### src/sv/bfa_pkg.sv
// Package for the bitmap first-free allocator.
// Holds sizes, command and register codes shared by the interfaces and the RTL.
// No dependencies.
package bfa_pkg;

	localparam int BITMAP_BYTES = 512;
	localparam int ADDR_W       = $clog2(BITMAP_BYTES);
	localparam int POS_W        = (ADDR_W + 1 > 10) ? ADDR_W + 1 : 10;
	localparam int BLOCK_W      = 12;
	localparam int NUM_W        = ((ADDR_W + 3 > BLOCK_W) ? ADDR_W + 3 : BLOCK_W) + 1;
	localparam int NUMBER_MAX   = 4095;
	localparam logic [7:0] FULL_BYTE = 8'hFF;
	localparam int CFG_IDX_W    = 3;
	localparam int CFG_DATA_W   = 12;

	typedef enum logic [1:0] {
		CMD_LOAD  = 2'd0,
		CMD_INODE = 2'd1,
		CMD_DATA  = 2'd2
	} cmd_code_t;

	typedef enum logic [CFG_IDX_W-1:0] {
		REG_INODE_FIRST_BYTE = 3'd0,
		REG_DATA_FIRST_BYTE  = 3'd1,
		REG_DATA_END_BYTE    = 3'd2,
		REG_DATA_FIRST_BLOCK = 3'd3,
		REG_LAST_BLOCK       = 3'd4
	} reg_index_t;

endpackage

### src/sv/bfa_ifs.sv
// Channel interfaces for the bitmap first-free allocator: command, response, config.
// Depends on bfa_pkg.
interface bfa_cmd_if;
	import bfa_pkg::*;
	logic       valid;
	logic       ready;
	logic [1:0] command;
	logic [8:0] byte_index;
	logic [7:0] byte_value;
	modport source(output valid, command, byte_index, byte_value, input ready);
	modport sink(input valid, command, byte_index, byte_value, output ready);
endinterface

interface bfa_rsp_if;
	import bfa_pkg::*;
	logic               valid;
	logic               ready;
	logic               status;
	logic [BLOCK_W-1:0] block_number;
	modport source(output valid, status, block_number, input ready);
	modport sink(input valid, status, block_number, output ready);
endinterface

interface bfa_cfg_if;
	import bfa_pkg::*;
	logic                  valid;
	logic                  ready;
	logic [CFG_IDX_W-1:0]  index;
	logic [CFG_DATA_W-1:0] data;
	modport source(output valid, index, data, input ready);
	modport sink(input valid, index, data, output ready);
endinterface

### src/sv/bfa_ram.sv
// Generic single-write, single-read RAM with registered read data.
// No dependencies.
module bfa_ram #(
	parameter int WIDTH = 8,
	parameter int DEPTH = 512
) (
	input  logic                     clk,
	input  logic                     we,
	input  logic [$clog2(DEPTH)-1:0] waddr,
	input  logic [WIDTH-1:0]         wdata,
	input  logic [$clog2(DEPTH)-1:0] raddr,
	output logic [WIDTH-1:0]         rdata
);

	logic [WIDTH-1:0] mem_q [DEPTH];

	always_ff @(posedge clk) begin
		if (we) begin
			mem_q[waddr] <= wdata;
		end
		rdata <= mem_q[raddr];
	end

endmodule

### src/sv/bitmap_first_free_allocator.sv
// Bitmap first-free allocator: a load, an unknown command or an empty range goes from
// accept through S_DONE to the registered response beat; a scan goes through S_SCAN and, on a
// hit, S_CALC and S_COMMIT to S_DONE; one bitmap RAM read per cycle. One item at a time.
// After reset a clearing pass writes zero to all BITMAP_BYTES bytes, with no command beat
// taken meanwhile; config beats are taken at all times.
// Depends on bfa_pkg, bfa_ifs, bfa_ram.
module bitmap_first_free_allocator (
	input  logic clk,
	input  logic arst_n,
	bfa_cmd_if.sink   cmd,
	bfa_rsp_if.source rsp,
	bfa_cfg_if.sink   cfg
);
	import bfa_pkg::*;

	typedef enum logic [2:0] {
		S_CLEAR,
		S_IDLE,
		S_SCAN,
		S_CALC,
		S_COMMIT,
		S_DONE
	} state_t;

	state_t             state_q;
	logic [POS_W-1:0]   pos_q;
	logic [POS_W-1:0]   stop_q;
	logic [POS_W-1:0]   pos_s1;
	logic               rd_valid_s1;
	logic [1:0]         op_q;
	logic [ADDR_W-1:0]  hit_addr_q;
	logic [2:0]         bit_q;
	logic [7:0]         byte_q;
	logic [NUM_W-1:0]   num_q;
	logic               res_status_q;
	logic [BLOCK_W-1:0] res_num_q;
	logic               rsp_valid_q;
	logic               rsp_status_q;
	logic [BLOCK_W-1:0] rsp_num_q;

	logic [8:0]  inode_first_q;
	logic [8:0]  data_first_q;
	logic [9:0]  data_end_q;
	logic [11:0] data_first_block_q;
	logic [11:0] last_block_q;

	logic              ram_we;
	logic [ADDR_W-1:0] ram_waddr;
	logic [7:0]        ram_wdata;
	logic [7:0]        ram_rdata;

	logic             cmd_fire;
	logic [POS_W-1:0] scan_start;
	logic [POS_W-1:0] scan_end;
	logic [POS_W-1:0] scan_stop;
	logic             load_ok;
	logic [2:0]       zero_bit;
	logic             hit;
	logic [POS_W-1:0] offset;
	logic             num_ok;
	logic             rsp_load;

	assign cmd.ready = (state_q == S_IDLE);
	assign cfg.ready = 1'b1;
	assign cmd_fire  = cmd.valid && cmd.ready;
	assign rsp_load  = (state_q == S_DONE) && (!rsp_valid_q || rsp.ready);

	assign rsp.valid        = rsp_valid_q;
	assign rsp.status       = rsp_status_q;
	assign rsp.block_number = rsp_num_q;

	assign load_ok = POS_W'(cmd.byte_index) < POS_W'(BITMAP_BYTES);

	always_comb begin
		if (cmd.command == CMD_INODE) begin
			scan_start = POS_W'(inode_first_q);
			scan_end   = POS_W'(data_first_q);
		end else begin
			scan_start = POS_W'(data_first_q);
			scan_end   = POS_W'(data_end_q);
		end
		scan_stop = (scan_end > POS_W'(BITMAP_BYTES)) ? POS_W'(BITMAP_BYTES) : scan_end;
	end

	always_comb begin
		zero_bit = '0;
		for (int i = 7; i >= 0; i--) begin
			if (!ram_rdata[i]) begin
				zero_bit = 3'(i);
			end
		end
	end

	assign hit    = rd_valid_s1 && (ram_rdata != FULL_BYTE);
	assign offset = POS_W'(hit_addr_q) - POS_W'(data_first_q);
	assign num_ok = (op_q == CMD_INODE) ? (num_q <= NUM_W'(NUMBER_MAX))
	                                    : (num_q <= NUM_W'(last_block_q));

	always_comb begin
		ram_we    = 1'b0;
		ram_waddr = hit_addr_q;
		ram_wdata = byte_q | (8'd1 << bit_q);
		unique case (state_q)
			S_CLEAR: begin
				ram_we    = 1'b1;
				ram_waddr = pos_q[ADDR_W-1:0];
				ram_wdata = '0;
			end
			S_IDLE: begin
				ram_we    = cmd_fire && (cmd.command == CMD_LOAD) && load_ok;
				ram_waddr = ADDR_W'(cmd.byte_index);
				ram_wdata = cmd.byte_value;
			end
			S_COMMIT: begin
				ram_we = num_ok;
			end
			default: begin
				ram_we = 1'b0;
			end
		endcase
	end

	bfa_ram #(
		.WIDTH(8),
		.DEPTH(BITMAP_BYTES)
	) u_bitmap (
		.clk  (clk),
		.we   (ram_we),
		.waddr(ram_waddr),
		.wdata(ram_wdata),
		.raddr(pos_q[ADDR_W-1:0]),
		.rdata(ram_rdata)
	);

	always_ff @(posedge clk or negedge arst_n) begin
		if (!arst_n) begin
			inode_first_q      <= 9'd0;
			data_first_q       <= 9'd256;
			data_end_q         <= 10'd512;
			data_first_block_q <= 12'd0;
			last_block_q       <= 12'd2047;
		end else if (cfg.valid) begin
			unique case (cfg.index)
				REG_INODE_FIRST_BYTE: inode_first_q      <= cfg.data[8:0];
				REG_DATA_FIRST_BYTE:  data_first_q       <= cfg.data[8:0];
				REG_DATA_END_BYTE:    data_end_q         <= cfg.data[9:0];
				REG_DATA_FIRST_BLOCK: data_first_block_q <= cfg.data;
				REG_LAST_BLOCK:       last_block_q       <= cfg.data;
				default: begin
				end
			endcase
		end
	end

	always_ff @(posedge clk or negedge arst_n) begin
		if (!arst_n) begin
			state_q      <= S_CLEAR;
			pos_q        <= '0;
			stop_q       <= '0;
			pos_s1       <= '0;
			rd_valid_s1  <= 1'b0;
			op_q         <= '0;
			hit_addr_q   <= '0;
			bit_q        <= '0;
			byte_q       <= '0;
			num_q        <= '0;
			res_status_q <= 1'b0;
			res_num_q    <= '0;
			rsp_valid_q  <= 1'b0;
			rsp_status_q <= 1'b0;
			rsp_num_q    <= '0;
		end else begin
			if (rsp_load) begin
				rsp_valid_q <= 1'b1;
			end else if (rsp.ready) begin
				rsp_valid_q <= 1'b0;
			end
			rd_valid_s1 <= (state_q == S_SCAN) && (pos_q < stop_q);
			pos_s1      <= pos_q;
			unique case (state_q)
				S_CLEAR: begin
					if (pos_q == POS_W'(BITMAP_BYTES - 1)) begin
						state_q <= S_IDLE;
					end
					pos_q <= pos_q + 1'b1;
				end
				S_IDLE: begin
					if (cmd_fire) begin
						op_q      <= cmd.command;
						res_num_q <= '0;
						pos_q     <= scan_start;
						stop_q    <= scan_stop;
						unique case (cmd.command)
							CMD_LOAD: begin
								res_status_q <= 1'b0;
								state_q      <= S_DONE;
							end
							CMD_INODE, CMD_DATA: begin
								res_status_q <= 1'b1;
								state_q <= (scan_start < scan_stop) ? S_SCAN : S_DONE;
							end
							default: begin
								res_status_q <= 1'b1;
								state_q      <= S_DONE;
							end
						endcase
					end
				end
				S_SCAN: begin
					pos_q <= pos_q + 1'b1;
					if (hit) begin
						hit_addr_q <= pos_s1[ADDR_W-1:0];
						bit_q      <= zero_bit;
						byte_q     <= ram_rdata;
						state_q    <= S_CALC;
					end else if ((pos_q >= stop_q) && !rd_valid_s1) begin
						state_q <= S_DONE;
					end
				end
				S_CALC: begin
					if (op_q == CMD_INODE) begin
						num_q <= NUM_W'({hit_addr_q, bit_q});
					end else begin
						num_q <= NUM_W'(data_first_block_q)
						       + NUM_W'({offset[ADDR_W-1:0], bit_q});
					end
					state_q <= S_COMMIT;
				end
				S_COMMIT: begin
					if (num_ok) begin
						res_status_q <= 1'b0;
						res_num_q    <= num_q[BLOCK_W-1:0];
					end
					state_q <= S_DONE;
				end
				S_DONE: begin
					if (rsp_load) begin
						rsp_status_q <= res_status_q;
						rsp_num_q    <= res_num_q;
						state_q      <= S_IDLE;
					end
				end
				default: begin
					state_q <= S_IDLE;
				end
			endcase
		end
	end

	a_fail_zero: assert property (@(posedge clk) disable iff (!arst_n)
		rsp.valid && rsp.status |-> rsp.block_number == '0)
		else $error("failed response carries a nonzero block number");

	a_busy_after_accept: assert property (@(posedge clk) disable iff (!arst_n)
		cmd.valid && cmd.ready |=> !cmd.ready)
		else $error("command taken while an item is in work");

	a_no_write_in_scan: assert property (@(posedge clk) disable iff (!arst_n)
		state_q == S_SCAN || state_q == S_CALC || state_q == S_DONE |-> !ram_we)
		else $error("bitmap written outside load, clear or commit");

	a_data_in_bounds: assert property (@(posedge clk) disable iff (!arst_n)
		$rose(rsp_valid_q) && op_q == CMD_DATA && !rsp_status_q
		|-> rsp_num_q <= last_block_q)
		else $error("data block above last block returned");

	a_clear_blocks_cmd: assert property (@(posedge clk) disable iff (!arst_n)
		state_q == S_CLEAR |-> !rsp_valid_q && ram_we && !cmd.ready)
		else $error("response, command or idle RAM port during clearing pass");

endmodule

### src/flat_wrapper.sv
// flat-port wrapper written by rule: the top's interface ports become plain ports
module bitmap_first_free_allocator_flat import bfa_pkg::*;
  (clk, arst_n, cmd_valid, cmd_command, cmd_byte_index, cmd_byte_value, cmd_ready, rsp_valid, rsp_status, rsp_block_number, rsp_ready, cfg_valid, cfg_index, cfg_data, cfg_ready);
  bfa_cmd_if cmd_i ();
  bfa_rsp_if rsp_i ();
  bfa_cfg_if cfg_i ();
  input  logic clk;
  input  logic arst_n;
  input wire logic [$bits(cmd_i.valid)-1:0] cmd_valid;
  input wire logic [$bits(cmd_i.command)-1:0] cmd_command;
  input wire logic [$bits(cmd_i.byte_index)-1:0] cmd_byte_index;
  input wire logic [$bits(cmd_i.byte_value)-1:0] cmd_byte_value;
  output wire logic [$bits(cmd_i.ready)-1:0] cmd_ready;
  output wire logic [$bits(rsp_i.valid)-1:0] rsp_valid;
  output wire logic [$bits(rsp_i.status)-1:0] rsp_status;
  output wire logic [$bits(rsp_i.block_number)-1:0] rsp_block_number;
  input wire logic [$bits(rsp_i.ready)-1:0] rsp_ready;
  input wire logic [$bits(cfg_i.valid)-1:0] cfg_valid;
  input wire logic [$bits(cfg_i.index)-1:0] cfg_index;
  input wire logic [$bits(cfg_i.data)-1:0] cfg_data;
  output wire logic [$bits(cfg_i.ready)-1:0] cfg_ready;
  assign cmd_i.valid = cmd_valid;
  assign cmd_i.command = cmd_command;
  assign cmd_i.byte_index = cmd_byte_index;
  assign cmd_i.byte_value = cmd_byte_value;
  assign cmd_ready = cmd_i.ready;
  assign rsp_valid = rsp_i.valid;
  assign rsp_status = rsp_i.status;
  assign rsp_block_number = rsp_i.block_number;
  assign rsp_i.ready = rsp_ready;
  assign cfg_i.valid = cfg_valid;
  assign cfg_i.index = cfg_index;
  assign cfg_i.data = cfg_data;
  assign cfg_ready = cfg_i.ready;
  bitmap_first_free_allocator u_core (.clk(clk), .arst_n(arst_n), .cmd(cmd_i), .rsp(rsp_i), .cfg(cfg_i));
endmodule
### config.mk
export PLATFORM = sky130hd
export DESIGN_NAME = bitmap_first_free_allocator_flat
export DESIGN_NICKNAME = d
export VERILOG_FILES = /design/src/sv/bfa_pkg.sv /design/src/sv/bfa_ifs.sv /design/src/sv/bfa_ram.sv /design/src/sv/bitmap_first_free_allocator.sv /design/src/flat_wrapper.sv
export SDC_FILE = /design/constraint.sdc
export NUM_CORES = 2
export LEC_CHECK = 0
export BUFFER_PORTS_ARGS = -buffer_cell sky130_fd_sc_hd__buf_2
export CORE_AREA = 3 3 715 717
export DETAILED_ROUTE_END_ITERATION = 6
export DIE_AREA = 0 0 718 720
export PLACE_DENSITY_LB_ADDON = 0.2
export RECOVER_POWER = 25
export SLEW_MARGIN = 25
export SYNTH_ARGS = -nofsm -noshare
export SYNTH_HDL_FRONTEND = slang
export SYNTH_SLANG_ARGS = --single-unit
### constraint.sdc
create_clock -name clk -period 78.3 [get_ports clk]
set_input_delay 15.66 -clock clk [delete_from_list [all_inputs] [get_ports clk]]
set_output_delay 15.66 -clock clk [all_outputs]
set_load 0.02 [all_outputs]
==> parameters.txt <==
Parameter                              Value

Run status
  Run status    complete, but fails checks
  Violations in the final reports    capacitance limit, slew limit

Setup path
  Crit path buffers/inverters    4
  Classification of the worst setup path    in2reg
  Family with the most delay on the worst path    buffers and inverters
  Critical path, cell by cell    clkbuf_1 -> nand2_1 -> a21oi_4 -> clkbuf_1 -> clkbuf_1 -> buf_4
  CP endpoint kind    register
  Kind of launch point of the worst setup path    input pin
  Highest net fanout along the worst path    between 150 and 200
  Required time of the critical path    around 79 ns
  Most used cell along the critical path    sky130_fd_sc_hd__clkbuf_1
  Critical path's slowest cell    sky130_fd_sc_hd__clkbuf_1
  Endpoint arrival time on the critical path    approximately 30 ns
  Longest individual stage delay on the worst path    approximately 6.3 ns

GRT
  Wire length of the first global-routing pass    716 mm
  Number of global-route vias before repair    84700
  Largest net degree at the start of global routing    ~160
  Initial antenna violation count    32
  Global-route usage over all layers    between 10% and 20%
  Global route overflow    0

Yosys
  Synthesized netlist cell count    7887
  Register area share after synthesis    76.1%
  Netlist Area Pre-Place    between 150000 and 200000 sq um
  Syn Area/Cell    around 21 sq um
  Fraction of synthesis flops using an asynchronous set or reset pin    approximately 3.5%
  Most common flop cell mapped by yosys    sky130_fd_sc_hd__edfxtp_1
  Mapped Nets    roughly 8000
  Synth unique cells    79
  Number of enable-type register cells in the synthesized netlist    4096
  Synth warnings    0
  Total of flip-flops plus latches after synthesis    ~4300

STA
  Number of endpoints with negative hold slack in the final report    0
  Total count of max-transition violations in the final report    between 2000 and 3000
  Fin crit share    between 30% and 40%
  Final Setup Violations    0
  Worst-margin pin slew    around 9.7 ns
  F_max    34.3 MHz
  Shortest clock period the worst path allows after layout    between 20 and 30 ns
  Setup TNS after final layout    0 ns
  Worst slew slack as a fraction of its limit    -546%
  Setup repair after global routing missed its margin    no
  Post-Route Skew    0.0554 ns

Clocking
  Number of buffers added by the clock tree synthesis step    between 400 and 500
  Clock Sinks    between 4000 and 5000
  Clock tree from TritonCTS    yes
  Number of buffers inserted by hold repair at cts    0
  CTS root buf    sky130_fd_sc_hd__clkbuf_16
  Count of cells resized by post-cts repair    0
  CTS H-tree depth    5
  Clock slew at the register clock pins of the worst setup and hold paths    approximately 0.06 ns
  Skew-Pair Late Insertion Delay    about 1.0 ns
  Number of buffers on the longest clock path    4
  Buffers inserted by post-CTS timing repair    0

Detailed routing
  Drt wl/cell    33.9 um
  Number of vias per cell    between 5 and 6
  DRT Wirelength    slightly above 500 mm
  Number of remaining DRC errors    0
  Number of antenna-violating nets in the routed design    0
  Iteration-0 DRC count of the detailed router    between 10000 and 15000
  Total via count in the routed design    ~84000
  Initial DRT Pass Iterations    5

Power and ir drop
  Total power divided by cell area    40.6 nW/um^2
  Switching share of total power    between 30% and 40%
  Net Switching    between 2000 and 3000 uW
  Total leakage power    0.0589 uW
  Sequential Power Share    39.1%
  Comb power frac    33.5%
  Internal Pwr Total    between 4000 and 5000 uW
  Clock group share of total power    about 27%
  Peak ir drop on the vdd network    41.3 uV

Final layout
  Layout fillers    45400
  # nets final    8248
  Fraction of final layout cells sized beyond drive strength 1    around a quarter
  Area added between synthesis and finish    13.7%
  Final instance count without filler cells    15200

Min path
  Type of the worst min-delay path    reg2reg

Die
  Horizontal die dimension    a little over 700 um
  Floorplan die area    517000 sq um
  Count of standard-cell rows    261
  IO Pins    55
  Vertical extent of the die    between 700 and 800 um
  Area of the placeable core    around 510000 sq um
  Starting density of the core    about a third

Placement
  RD Place Congestion    0.838
  Placed cells    approximately 14000
  Detailed placer's ending HPWL    around 310 mm
  Port Buffer Count    between 50 and 60

Flow run
  Count of maximum capacitance violations    slightly above 40
==> sequential cells by signal, indices dropped and copies added (netlist names), 9 cells and up <==
register	flops
u_core.num_q	13
u_core.pos_q	10
u_core.inode_first_q	9
u_core.data_end_q	10
u_core.rsp.block_number	12
u_core.hit_addr_q	9
u_core.stop_q	10
u_core.last_block_q	12
u_core.data_first_block_q	12
u_core.pos_s1	9
u_core.u_bitmap.mem_q	4096
u_core.data_first_q	9
u_core.res_num_q	12
==> synthesized netlist by cell type (all sizes together) (26+ instances only) <==
master  instances  share of area (%)
inv            67               0.15
buf           241                1.0
nor2          584                1.3
dfrtp         134                2.0
o22ai          54               0.20
mux4         1120                 15
a221oi         42               0.23
edfxtp       4096                 74
nor3           53               0.16
mux2i         173                1.0
a22oi          77               0.35
clkbuf        225               0.51
nand2         280               0.63
o21ai         119               0.36
ha             53               0.40
mux2           56               0.38
a21oi         108               0.32
nand3          50               0.15
a211oi         26               0.12
a31oi          27               0.10
==> worst paths after layout <==
check,startpoint,slack [ns],endpoint,cells after the start
worst max register to register,u_core.state_q[0],62.53,u_core.u_bitmap.mem_q[225][0],6
min in group asynchronous,arst_n,16.50,u_core.data_end_q[7],1
worst min register to register,u_core.pos_s1[2],0.44,u_core.hit_addr_q[2],2
worst min-delay path,u_core.pos_s1[2],0.44,u_core.hit_addr_q[2],2
max in group asynchronous,arst_n,57.02,u_core.rsp.block_number[9],2
worst max-delay path,cmd_byte_value[0],49.15,u_core.u_bitmap.mem_q[225][0],6
==> cell families after synthesis <==
logic type,after synthesis,share of synthesized area (%)
adder cells (fa/ha/maj),55,0.422
AND/OR/NAND/NOR,1076,2.68
XOR/XNOR,15,0.0788
AO/OA/AOI/OAI,607,2.46
flip-flops,4251,76.1
buffers and inverters,533,1.69
other,1,0.00225
multiplexers,1349,16.6
==> through the flow <==
stage          setup WS [ns]  util, %  cell area [sq um]  hold WS, ns  total power (uW)
2_1_floorplan          45.99        -             167000        0.373              4790
5_1_grt                48.06     37.5             190000        0.464              7950
6_report               49.15     37.5             190000        0.439              7690
3_5_place_dp           58.07     34.7             176000        0.422              5600
3_3_place_gp           58.21     34.7             175000        0.419              5580
4_1_cts                59.17     37.6             190000        0.437              7700
==> final cells by class <==
class                      count  area [sq um]  area share [%]
clock inverter               272          2960            1.56
timing repair buffer         298          2120            1.12
sequential                  4251        127000            66.9
tap                         6706          8390            4.43
antenna                        8          20.0          0.0106
inverter                      67           259           0.137
multi-input combinational   3103         37500            19.8
clock buffer                 523         11400            6.00
==> worst register-to-register path: cells and delay by family, from the launching register on <==
kind | cells | cell delay (ns)
AO/OA/AOI/OAI | 1 | 0.22
buffers and inverters | 4 | 14.52
flip-flops | 1 | 0.32
AND/OR/NAND/NOR | 1 | 0.26
==> power by group through the flow <==
stage                     Clock, uW  Sequential (uW)  Combinational [uW]
final                          2100             3010                2580
after global routing           2240             3020                2700
after CTS                      2140             2940                2620
after detailed placement          0             2990                2620
after global placement            0             2990                2590
after floorplan                   0             3380                1420
==> placed cells by master (no fill, tap or decap), types with 25 or more instances in the layout <==
cell type                      n
sky130_fd_sc_hd__mux4_2     1118
sky130_fd_sc_hd__nand2_1     271
sky130_fd_sc_hd__clkinv_1     88
sky130_fd_sc_hd__clkbuf_1    135
sky130_fd_sc_hd__mux2i_1     173
sky130_fd_sc_hd__mux2_2       55
sky130_fd_sc_hd__a21oi_1     106
sky130_fd_sc_hd__inv_1        63
sky130_fd_sc_hd__nand4_1      25
sky130_fd_sc_hd__ha_1         53
sky130_fd_sc_hd__nor3_1       36
sky130_fd_sc_hd__clkinv_2     74
sky130_fd_sc_hd__o22ai_1      54
sky130_fd_sc_hd__buf_4       185
sky130_fd_sc_hd__o21ai_0     102
sky130_fd_sc_hd__a211oi_1     26
sky130_fd_sc_hd__edfxtp_1   4096
sky130_fd_sc_hd__nor2_1      565
sky130_fd_sc_hd__a221oi_1     39
sky130_fd_sc_hd__nand3_1      49
sky130_fd_sc_hd__buf_2        42
sky130_fd_sc_hd__a31oi_1      27
sky130_fd_sc_hd__bufinv_16    55
sky130_fd_sc_hd__dfrtp_1     127
sky130_fd_sc_hd__a22oi_1      77
sky130_fd_sc_hd__clkbuf_16   442
==> routing by layer <==
| metal | routed length [um] | up-vias | global-route usage (%) |
|---|---|---|---|
| li1 | - | 33400 | - |
| met1 | 218000 | 45900 | 27.6 |
| met2 | 244000 | 3815 | 31.4 |
| met3 | 39400 | 655 | 3.60 |
| met4 | 15300 | 10 | 5.02 |
| met5 | 66 | - | 0 |
No activity file was read; power rests on OpenSTA's default activity.
